### src/hw/rtl/csrb_pkg.sv
// Shared types, codes and sizes for the crossfade sample ring buffer.
package csrb_pkg;

  // Store geometry
  localparam int DEPTH    = 8192;
  localparam int IDX_W    = $clog2(DEPTH);
  localparam int CAP_W    = IDX_W + 1;
  localparam int SAMPLE_W = 16;
  localparam int STEP_W   = $clog2(SAMPLE_W);
  localparam int REM_W    = CAP_W + 1;
  localparam int ACC_W    = REM_W + SAMPLE_W;
  localparam int QS_W     = SAMPLE_W + 2;

  // Action codes
  localparam logic [1:0] ACT_WRITE = 2'd0;
  localparam logic [1:0] ACT_READ  = 2'd1;
  localparam logic [1:0] ACT_FADE  = 2'd2;

  // Status codes
  localparam logic [1:0] ST_DONE    = 2'd0;
  localparam logic [1:0] ST_FULL    = 2'd1;
  localparam logic [1:0] ST_EMPTY   = 2'd2;
  localparam logic [1:0] ST_IGNORED = 2'd3;

  // Register indexes
  localparam logic [1:0] REG_CHANNELS = 2'd0;
  localparam logic [1:0] REG_MODE     = 2'd1;
  localparam logic [1:0] REG_CAPACITY = 2'd2;

  // Crossfade modes
  localparam logic MODE_LINEAR = 1'b0;
  localparam logic MODE_HOLD   = 1'b1;

  typedef struct packed {
    logic [1:0]                 action;
    logic signed [SAMPLE_W-1:0] sample_in;
  } cmd_t;

  typedef struct packed {
    logic signed [SAMPLE_W-1:0] sample_out;
    logic [1:0]                 status;
    logic                       fading;
  } res_t;

  typedef struct packed {
    logic signed [SAMPLE_W-1:0] old;
    logic signed [SAMPLE_W-1:0] smp;
    logic [CAP_W-1:0]           remain;
    logic [CAP_W-1:0]           pos;
    logic [CAP_W-1:0]           cap;
    logic                       hmode;
  } mix_req_t;

  typedef struct packed {
    logic                       done;
    logic signed [SAMPLE_W-1:0] value;
  } mix_rsp_t;

endpackage

### src/hw/rtl/csrb_mixer.sv
// Bit-serial crossfade mixer: shift-add multiply, then restoring divide by capacity.
module csrb_mixer
  import csrb_pkg::*;
(
  input  logic     clk,
  input  logic     rst,
  input  logic     start,
  input  mix_req_t req,
  output mix_rsp_t rsp
);

  typedef enum logic [4:0] {
    M_IDLE = 5'b00001,
    M_MUL  = 5'b00010,
    M_PREP = 5'b00100,
    M_DIV  = 5'b01000,
    M_DONE = 5'b10000
  } mstate_t;

  mstate_t                    mstate;
  mix_req_t                   req_q;
  logic signed [ACC_W-1:0]    acc;
  logic [STEP_W-1:0]          step;
  logic                       neg;
  logic [REM_W-1:0]           rem;
  logic [SAMPLE_W-1:0]        quo;
  logic                       done_q;
  logic signed [SAMPLE_W-1:0] value;

  logic signed [ACC_W-1:0]    add_old;
  logic signed [ACC_W-1:0]    add_smp;
  logic signed [ACC_W-1:0]    acc_next;
  logic [ACC_W-1:0]           mag;
  logic [REM_W-1:0]           trial;
  logic [REM_W-1:0]           cap_ext;
  logic                       ge;
  logic signed [QS_W-1:0]     qs;
  logic signed [QS_W-1:0]     sum;
  logic signed [SAMPLE_W-1:0] sat;

  // One multiplier bit of the remaining weight and, in linear mode, of pos per cycle, MSB first
  always_comb begin
    add_old = req_q.remain[step] ?
              {{(ACC_W-SAMPLE_W){req_q.old[SAMPLE_W-1]}}, req_q.old} : '0;
    add_smp = (!req_q.hmode && req_q.pos[step]) ?
              {{(ACC_W-SAMPLE_W){req_q.smp[SAMPLE_W-1]}}, req_q.smp} : '0;
    acc_next = (acc <<< 1) + add_old + add_smp;
    mag      = acc[ACC_W-1] ? ACC_W'(-acc) : ACC_W'(acc);
  end

  // One quotient bit per cycle
  always_comb begin
    cap_ext = {1'b0, req_q.cap};
    trial   = {rem[REM_W-2:0], quo[SAMPLE_W-1]};
    ge      = trial >= cap_ext;
  end

  // Apply sign, add the new sample in H mode, saturate
  always_comb begin
    qs  = neg ? -$signed({2'b00, quo}) : $signed({2'b00, quo});
    sum = qs + (req_q.hmode ? {{(QS_W-SAMPLE_W){req_q.smp[SAMPLE_W-1]}}, req_q.smp}
                            : QS_W'(0));
    if (sum > QS_W'(32767)) begin
      sat = 16'sh7fff;
    end else if (sum < -QS_W'(32768)) begin
      sat = 16'sh8000;
    end else begin
      sat = sum[SAMPLE_W-1:0];
    end
  end

  // Sequence multiply, prepare, divide, finish
  always_ff @(posedge clk) begin
    if (rst) begin
      mstate <= M_IDLE;
      done_q <= 1'b0;
    end else begin
      done_q <= 1'b0;
      case (mstate)
        M_IDLE: begin
          if (start) begin
            req_q  <= req;
            acc    <= '0;
            step   <= STEP_W'(CAP_W - 1);
            mstate <= M_MUL;
          end
        end
        M_MUL: begin
          acc <= acc_next;
          if (step == '0) begin
            mstate <= M_PREP;
          end else begin
            step <= step - 1'b1;
          end
        end
        M_PREP: begin
          neg    <= acc[ACC_W-1];
          rem    <= mag[ACC_W-1:SAMPLE_W];
          quo    <= mag[SAMPLE_W-1:0];
          step   <= STEP_W'(SAMPLE_W - 1);
          mstate <= M_DIV;
        end
        M_DIV: begin
          rem <= ge ? trial - cap_ext : trial;
          quo <= {quo[SAMPLE_W-2:0], ge};
          if (step == '0) begin
            mstate <= M_DONE;
          end else begin
            step <= step - 1'b1;
          end
        end
        M_DONE: begin
          value  <= sat;
          done_q <= 1'b1;
          mstate <= M_IDLE;
        end
        default: begin
          mstate <= M_IDLE;
        end
      endcase
    end
  end

  assign rsp.done  = done_q;
  assign rsp.value = value;

endmodule

### config.mk
export PLATFORM = sky130hd
export DESIGN_NAME = csrb_mixer
export DESIGN_NICKNAME = d
export VERILOG_FILES = /design/src/hw/rtl/csrb_pkg.sv /design/src/hw/rtl/csrb_mixer.sv
export SDC_FILE = /design/constraint.sdc
export NUM_CORES = 1
export LEC_CHECK = 0
export ABC_AREA = 1
export BUFFER_PORTS_ARGS = -buffer_cell sky130_fd_sc_hd__buf_2
export CAP_MARGIN = 20
export CORE_MARGIN = 2
export CORE_UTILIZATION = 40
export DETAILED_ROUTE_END_ITERATION = 8
export PLACE_DENSITY = 0.62
export SYNTH_ARGS = -nofsm -noshare
export SYNTH_HDL_FRONTEND = slang
export SYNTH_SLANG_ARGS = --single-unit
### constraint.sdc
create_clock -name clk -period 12.4 [get_ports clk]
set_clock_uncertainty 0.2 [all_clocks]
set_input_delay 2.48 -clock clk [delete_from_list [all_inputs] [get_ports clk]]
set_output_delay 2.48 -clock clk [all_outputs]
set_load 0.01 [all_outputs]
==> reports/results.ini, run 1 <==
[run_status]
outcome=completed

[clock_tree]
cts.sinks=163
cts_tree=built
clk_latency_ps=440
root_buffer=clkbuf_16
cts_buffers=17
clk_pin_slew_worst_paths_ps=80
clk_path_buf_depth=2
hold_buffers=0
cts_max_level=4
postCtsSetupBuffers=0
cts-resized-gates=0

[worst_setup_path]
crit_type=register to register
cpMostUsedCell=nand2_1
cp-start-kind=register
max_stage_delay_ps=810
worstPathArrival_ps=4930
path_cells=inv_4, nand2_1, nand3_1, nand2_1, nand2_1, nand2_1, nand3_4, nor2_2, fa_1, ha_1, nand2_1, nor2_1, inv_1, nor2_1, inv_1, o31ai_1, nand2_1, nand2_1, nor2_1
r2r-start=step[0]
critPathCaptureType=register
timing.critical_path.buf_inv=3
reg2reg_to=acc[22]
ff2ff_setup_slack_ps=7470
crit_required_ps=12400
critical_path.startpoint=step[0]
rr_worst_depth=19
critPathSlowestCell=nor2_2
cp_top_family=simple AND/OR/NAND/NOR gates
worstPathMaxFanout=17

[sta]
finalCriticalPeriod_ps=4930
hold_viol_final=0
fin_ws_ps=7470
max_freq_mhz=203
drv_slew=0
fin_crit_sh=0.397
worst_pin_slew_ps=976
slew_headroom=0.347
rsz0062_at_grt=false
tns_ps=0
finalSetupViolCount=0

[cells_and_area]
fin_cells=1974
final_common_cell=nand2_1
final_core_util=0.454
nNetsFinal=1745
syn2layout_area_growth_pct=12.3
layout_common_cells=nand2_1 (342), inv_1 (224), nor2_1 (174)
drive_gt1_frac=0.117
stdcell_area_sq_um=13400
insertedDiodeCount=0

[die]
dieArea_sq_um=31300
initial_core_util=0.404
ios=95
core_area_sq_um=29600
rows=63
die_x_um=177
die_h_um=177

[min_path]
hold_path_end=done_q
hold_path_depth=3
hold_start=mstate[3]
min_path_type=register to register

[yosys]
synth_edf_count=157
synth_seq_area_share=0.405
synth_cell_type_count=49
synth-seq-cells=163
synthArstFlopShare=0
netlist_instances=1477
synth.area.top_cells=edfxtp_1 (39%), nand2_1 (11%), inv_1 (7.0%)
yosys.area.top_type=edfxtp_1
avgSynthCellArea_sq_um=8.09
synth_top_area_frac=0.395
yosysWarningCount=0
netlist_area_sq_um=11900
synthesis.nets=1651
synthFlopType=edfxtp_1

[global_route]
overflow=0
grt_max_degree=59
first_global_vias=9644
antenna_found_initial=0
grt_pass1_wl_mm=48.6
grt_util_all_layers=0.200

[route]
route.detailed.drc=0
drtIter0Drc=771
drt-total-wl_mm=29.7
firstDrtPassIters=5
ant_nets=0
wl_per_cell_um=15.1
viasPerCell=5.00
dr_total_vias=9864

[placed_design]
place_inst=1942
place_congestion=0.954
dp_hpwl_mm=23.5
placed_area_sq_um=12800
io_buffers=94
dp_worst_setup_slack_ps=7580

[pwr]
p_leak_uw=0.00621
peakVddDrop_uv=96.5
p_per_area_nw_per_um2=112

[run]
maxCapViolations=0

tightest hold or removal path, stage by stage (launching register included):
cell	delay, ps
dfxtp_1	330
nor2_1	50
inv_1	110
nor4_1	60
kinds of logic (layout without fill, tap and decap cells):
family          after synthesis  in the layout  share of synthesized area
buf+inv                     258            365                     0.0860
simple gates                682            682                      0.246
xor+xnor                     49             49                     0.0359
fa+ha+maj                    96             96                      0.121
compound gates              229            229                      0.107
flops                       163            163                      0.405
worst max path at each step:
stage,to,slack (ps),depth (start not counted)
final,acc[22],7470,19
after global routing,acc[24],7110,21
after CTS,acc[22],7560,19
after detailed placement,acc[22],7580,19
after global placement,acc[22],7660,20
after floorplan,cap_ext[0],5870,2
synthesized netlist by cell type, types with 2 or more instances:
cell      number
nand2_1      342
inv_1        224
nor2_1       175
edfxtp_1     157
a21oi_1       91
o21ai_0       81
nand3_1       78
ha_1          64
xor2_1        36
fa_1          32
nand4_1       26
nor3_1        15
clkbuf_1      13
xnor2_1       13
o211ai_1      11
or2_2         11
a31oi_1       10
o21bai_1       9
a21o_1         7
buf_2          6
dfxtp_1        6
inv_2          6
nand2_2        6
buf_6          5
nor4_1         5
o21ai_1        5
nand2_4        4
nor2_2         4
buf_4          3
nor3_2         3
o21a_1         3
o31ai_1        3
or2_1          3
a21boi_0       2
a21oi_2        2
nand3_2        2
nand3b_1       2
cell type report:
cell class	instances	area, sq um
Clock buffer	17	425
Clock inverter	15	161
Fill cell	2937	16100
Inverter	231	870
Multi-Input combinational cell	1056	6110
Sequential cell	163	4830
Tap cell	390	488
Timing Repair Buffer	102	531
metal layers:
metal / routed length [um] / global-route usage
met2: 13300 / 0.319
met5: 0 / 0
met3: 1500 / 0.0275
met4: 475 / 0.0585
met1: 14500 / 0.282
power by group:
group	total [uW]	switching (uW)	internal, uW
Combinational	300	198	102
Clock	540	253	287
Sequential	665	26.4	639
Total	1510	477	1030
metrics by stage:
stage	power [uW]	hold slack [ps]
2_1_floorplan	887	312
3_3_place_gp	970	374
3_5_place_dp	974	382
4_1_cts	1510	397
5_1_grt	1590	421
6_report	1510	397
state kept, by name, indices dropped and copies added, names as in the netlist:
| register | flops |
|---|---|
| acc | 31 |
| cap_ext | 14 |
| done_q | 1 |
| mstate | 5 |
| neg | 1 |
| quo | 16 |
| rem | 14 |
| req_q | 61 |
| step | 4 |
| value | 16 |
(Power assumes the default switching activity.)
==> inputs of run 2 (changes only) <==
ABC_AREA = 0   (was 1)
clock period = 4.9 ns   (was 12.4 ns; I/O delays follow)
==> reports/results.ini, run 2 <==
[run_status]
outcome=completed

[yosys]
yosysWarningCount=0  ; unchanged
synthFlopType=edfxtp_1
synthesis.nets=1175  ; -29%
synth_cell_type_count=68  ; +39%
synth.area.top_cells=edfxtp_1 (43%), ha_1 (7.4%), fa_1 (5.9%)
synth_top_area_frac=0.434  ; +0.0391
netlist_area_sq_um=10900  ; -9.0%
synth-seq-cells=163  ; unchanged
avgSynthCellArea_sq_um=10.9  ; +34%
synthTopCellsByCount=edfxtp_1 (157), a21oi_1 (74), nand2_1 (68), nor2_1 (68), o21ai_0 (68)
yosysMostFrequentCell=edfxtp_1
synth_seq_area_share=0.445  ; +0.0401
synth_edf_count=157  ; unchanged
synthArstFlopShare=0  ; unchanged
netlist_instances=1001  ; -32%
yosys.area.top_type=edfxtp_1

[placed_design]
io_buffers=94  ; unchanged
place_congestion=0.889  ; -6.9%
dp_hpwl_mm=19.2  ; -18%
dp_worst_setup_slack_ps=-322  ; -7910 ps
placed_area_sq_um=12300  ; -4.4%

[route]
wl_per_cell_um=16.6  ; +10%
drt-total-wl_mm=25.3  ; -15%
dr_total_vias=8133  ; -18%
ant_nets=0  ; unchanged
firstDrtPassIters=5  ; unchanged
drtIter0Drc=565  ; -27%
viasPerCell=5.34  ; +6.9%
route.detailed.drc=0  ; unchanged

[die]
ios=95  ; unchanged
rows=60  ; -4.8%
initial_core_util=0.406  ; +0.00141
die_h_um=169  ; -4.5%
die_x_um=169  ; -4.5%
core_area_sq_um=26800  ; -9.3%
dieArea_sq_um=28500  ; -8.8%

[sta]
fin_crit_sh=0.977  ; +0.580
finalSetupViolCount=0  ; unchanged
drv_slew=0  ; unchanged
tns_ps=0  ; unchanged
rsz0062_at_grt=true
worst_pin_slew_ps=911  ; -65.2 ps
fin_ws_ps=111  ; -7360 ps
slew_headroom=0.391  ; +0.0439
hold_viol_final=0  ; unchanged
max_freq_mhz=209  ; +2.9%
finalCriticalPeriod_ps=4790  ; -139 ps

[clock_tree]
cts_buffers=17  ; unchanged
root_buffer=clkbuf_16
hold_buffers=0  ; unchanged
cts.sinks=163  ; unchanged
clk_latency_ps=440  ; about the same
clk_pin_slew_worst_paths_ps=70  ; about the same
cts_max_level=4  ; unchanged
cts_tree=built
clk_path_buf_depth=2  ; unchanged

[cells_and_area]
largest_register_ffs=61  ; unchanged
reg_top3=req_q x61, acc x31
top_register=req_q
insertedDiodeCount=0  ; unchanged
syn2layout_area_growth_pct=20.4
stdcell_area_sq_um=13100  ; -2.5%
drive_gt1_frac=0.238  ; +0.121
nFillCells=2470  ; -16%
nNetsFinal=1343  ; -23%
layout_common_cells=edfxtp_1 (157), buf_2 (94), buf_4 (84)
final_common_cell=edfxtp_1

[worst_setup_path]
critPathCaptureType=register
worstPathArrival_ps=4780  ; -150 ps
cp-start-kind=register
crit_required_ps=4890  ; -7510 ps
worstPathMaxFanout=7  ; -10
crit_type=register to register

[pwr]
switching_power_uw=1000  ; +110%
pwr-share-seq=0.459  ; +0.017
p_leak_uw=0.00518  ; -17%
peakVddDrop_uv=245  ; +150%
p_int_uw=2560  ; +150%
p_clk_frac=0.363  ; +0.004
swShare=0.281  ; -0.0364
power_frac_comb=0.178  ; -0.021
p_per_area_nw_per_um2=272  ; +140%

[global_route]
grt_max_degree=49  ; -17%
overflow=0  ; unchanged
antenna_found_initial=0  ; unchanged
grt_util_all_layers=0.180  ; -0.0192
grt_pass1_wl_mm=40.5  ; -17%
first_global_vias=7879  ; -18%

[run]
maxCapViolations=0  ; unchanged

[min_path]
min_path_type=register to register

==> run 2: cell types whose count changed after synthesis, sizes merged, moves of 13 or more <==
cell   previous run  this run
a21oi            93        75
and2              1        54
inv             231        40
mux2i             0        14
nand2           352        68
nand3            81        14
nand4            27         8
nor2            179        68
nor2b             0        13
xnor2            13        59
==> run 2: power groups by stage <==
stage	combinational, uW	sequential (uW)	clock [uW]
2_1_floorplan	395	1650	0
3_3_place_gp	589	1660	0
3_5_place_dp	595	1660	0
4_1_cts	607	1630	1330
5_1_grt	702	1640	1380
6_report	632	1630	1290
==> run 2: area by class of cell <==
class | instances | area [sq um] | share of cell area
clock inverters | 14 | 129 | 0.00984
clock buffers | 18 | 429 | 0.0328
inverters | 40 | 150 | 0.0115
repair buffers | 181 | 1150 | 0.0880
multi-input cells | 766 | 5970 | 0.456
well taps | 341 | 427 | 0.0326
flip-flops and latches | 163 | 4830 | 0.369
==> run 2: cells by family (layout without fill, tap and decap cells) <==
| group | Yosys count | in the layout | share of synthesized area |
|---|---|---|---|
| muxes | 22 | 22 | 0.0284 |
| AOI/OAI and AO/OA | 260 | 260 | 0.151 |
| xor gates and xnor gates | 92 | 92 | 0.0762 |
| adders and majority gates | 96 | 96 | 0.133 |
| buffers and inverters | 73 | 253 | 0.0276 |
| DFF | 163 | 163 | 0.445 |
| and+or+nand+nor | 295 | 296 | 0.140 |
==> run 2: final timing paths <==
path             start   endpoint  slack, ps  cells after the start
min reg2reg  mstate[1]  mstate[1]        300                      2
max reg2reg    step[0]    acc[25]        110                     16
max            step[0]    acc[25]        110                     16
min          mstate[1]  mstate[1]        300                      2
==> run 2: layer usage <==
metal  global-route usage  part of all wire  vias up
met5                    0                 0        -
met4               0.0581             0.018        0
met3               0.0313             0.046       33
met2                0.287              0.46      169
met1                0.251              0.48     3893
li1                     -                 -     4038
==> run 2: worst max-delay path, stage by stage (launching register included) <==
cell	delay [ps]
edfxtp_1	490
mux4_2	540
mux4_2	540
nor2b_4	190
and2_4	160
fa_1	480
ha_2	190
inv_2	40
fa_2	360
nor2b_2	150
o31a_1	160
o31a_1	160
a31oi_2	110
o211a_1	260
o21a_1	230
xnor2_1	140
and2_1	160
==> run 2: timing repair <==
| action | CTS | global route |
|---|---|---|
| pin swaps | 5 | 24 |
| endpoints found under the setup margin | 14 | 16 |
| gates resized for setup | 13 | 34 |
| setup buffers | 3 | 5 |
| gates cloned | 1 | 0 |
==> run 2: stage by stage <==
stage	std cells	util	hold slack (ps)	total power (uW)
6_report	1523	0.489	305	3560
4_1_cts	1518	0.481	302	3570
5_1_grt	1523	0.489	340	3720
3_5_place_dp	1482	0.458	291	2260
3_3_place_gp	1482	0.458	286	2250
2_1_floorplan	1001	-	253	2040
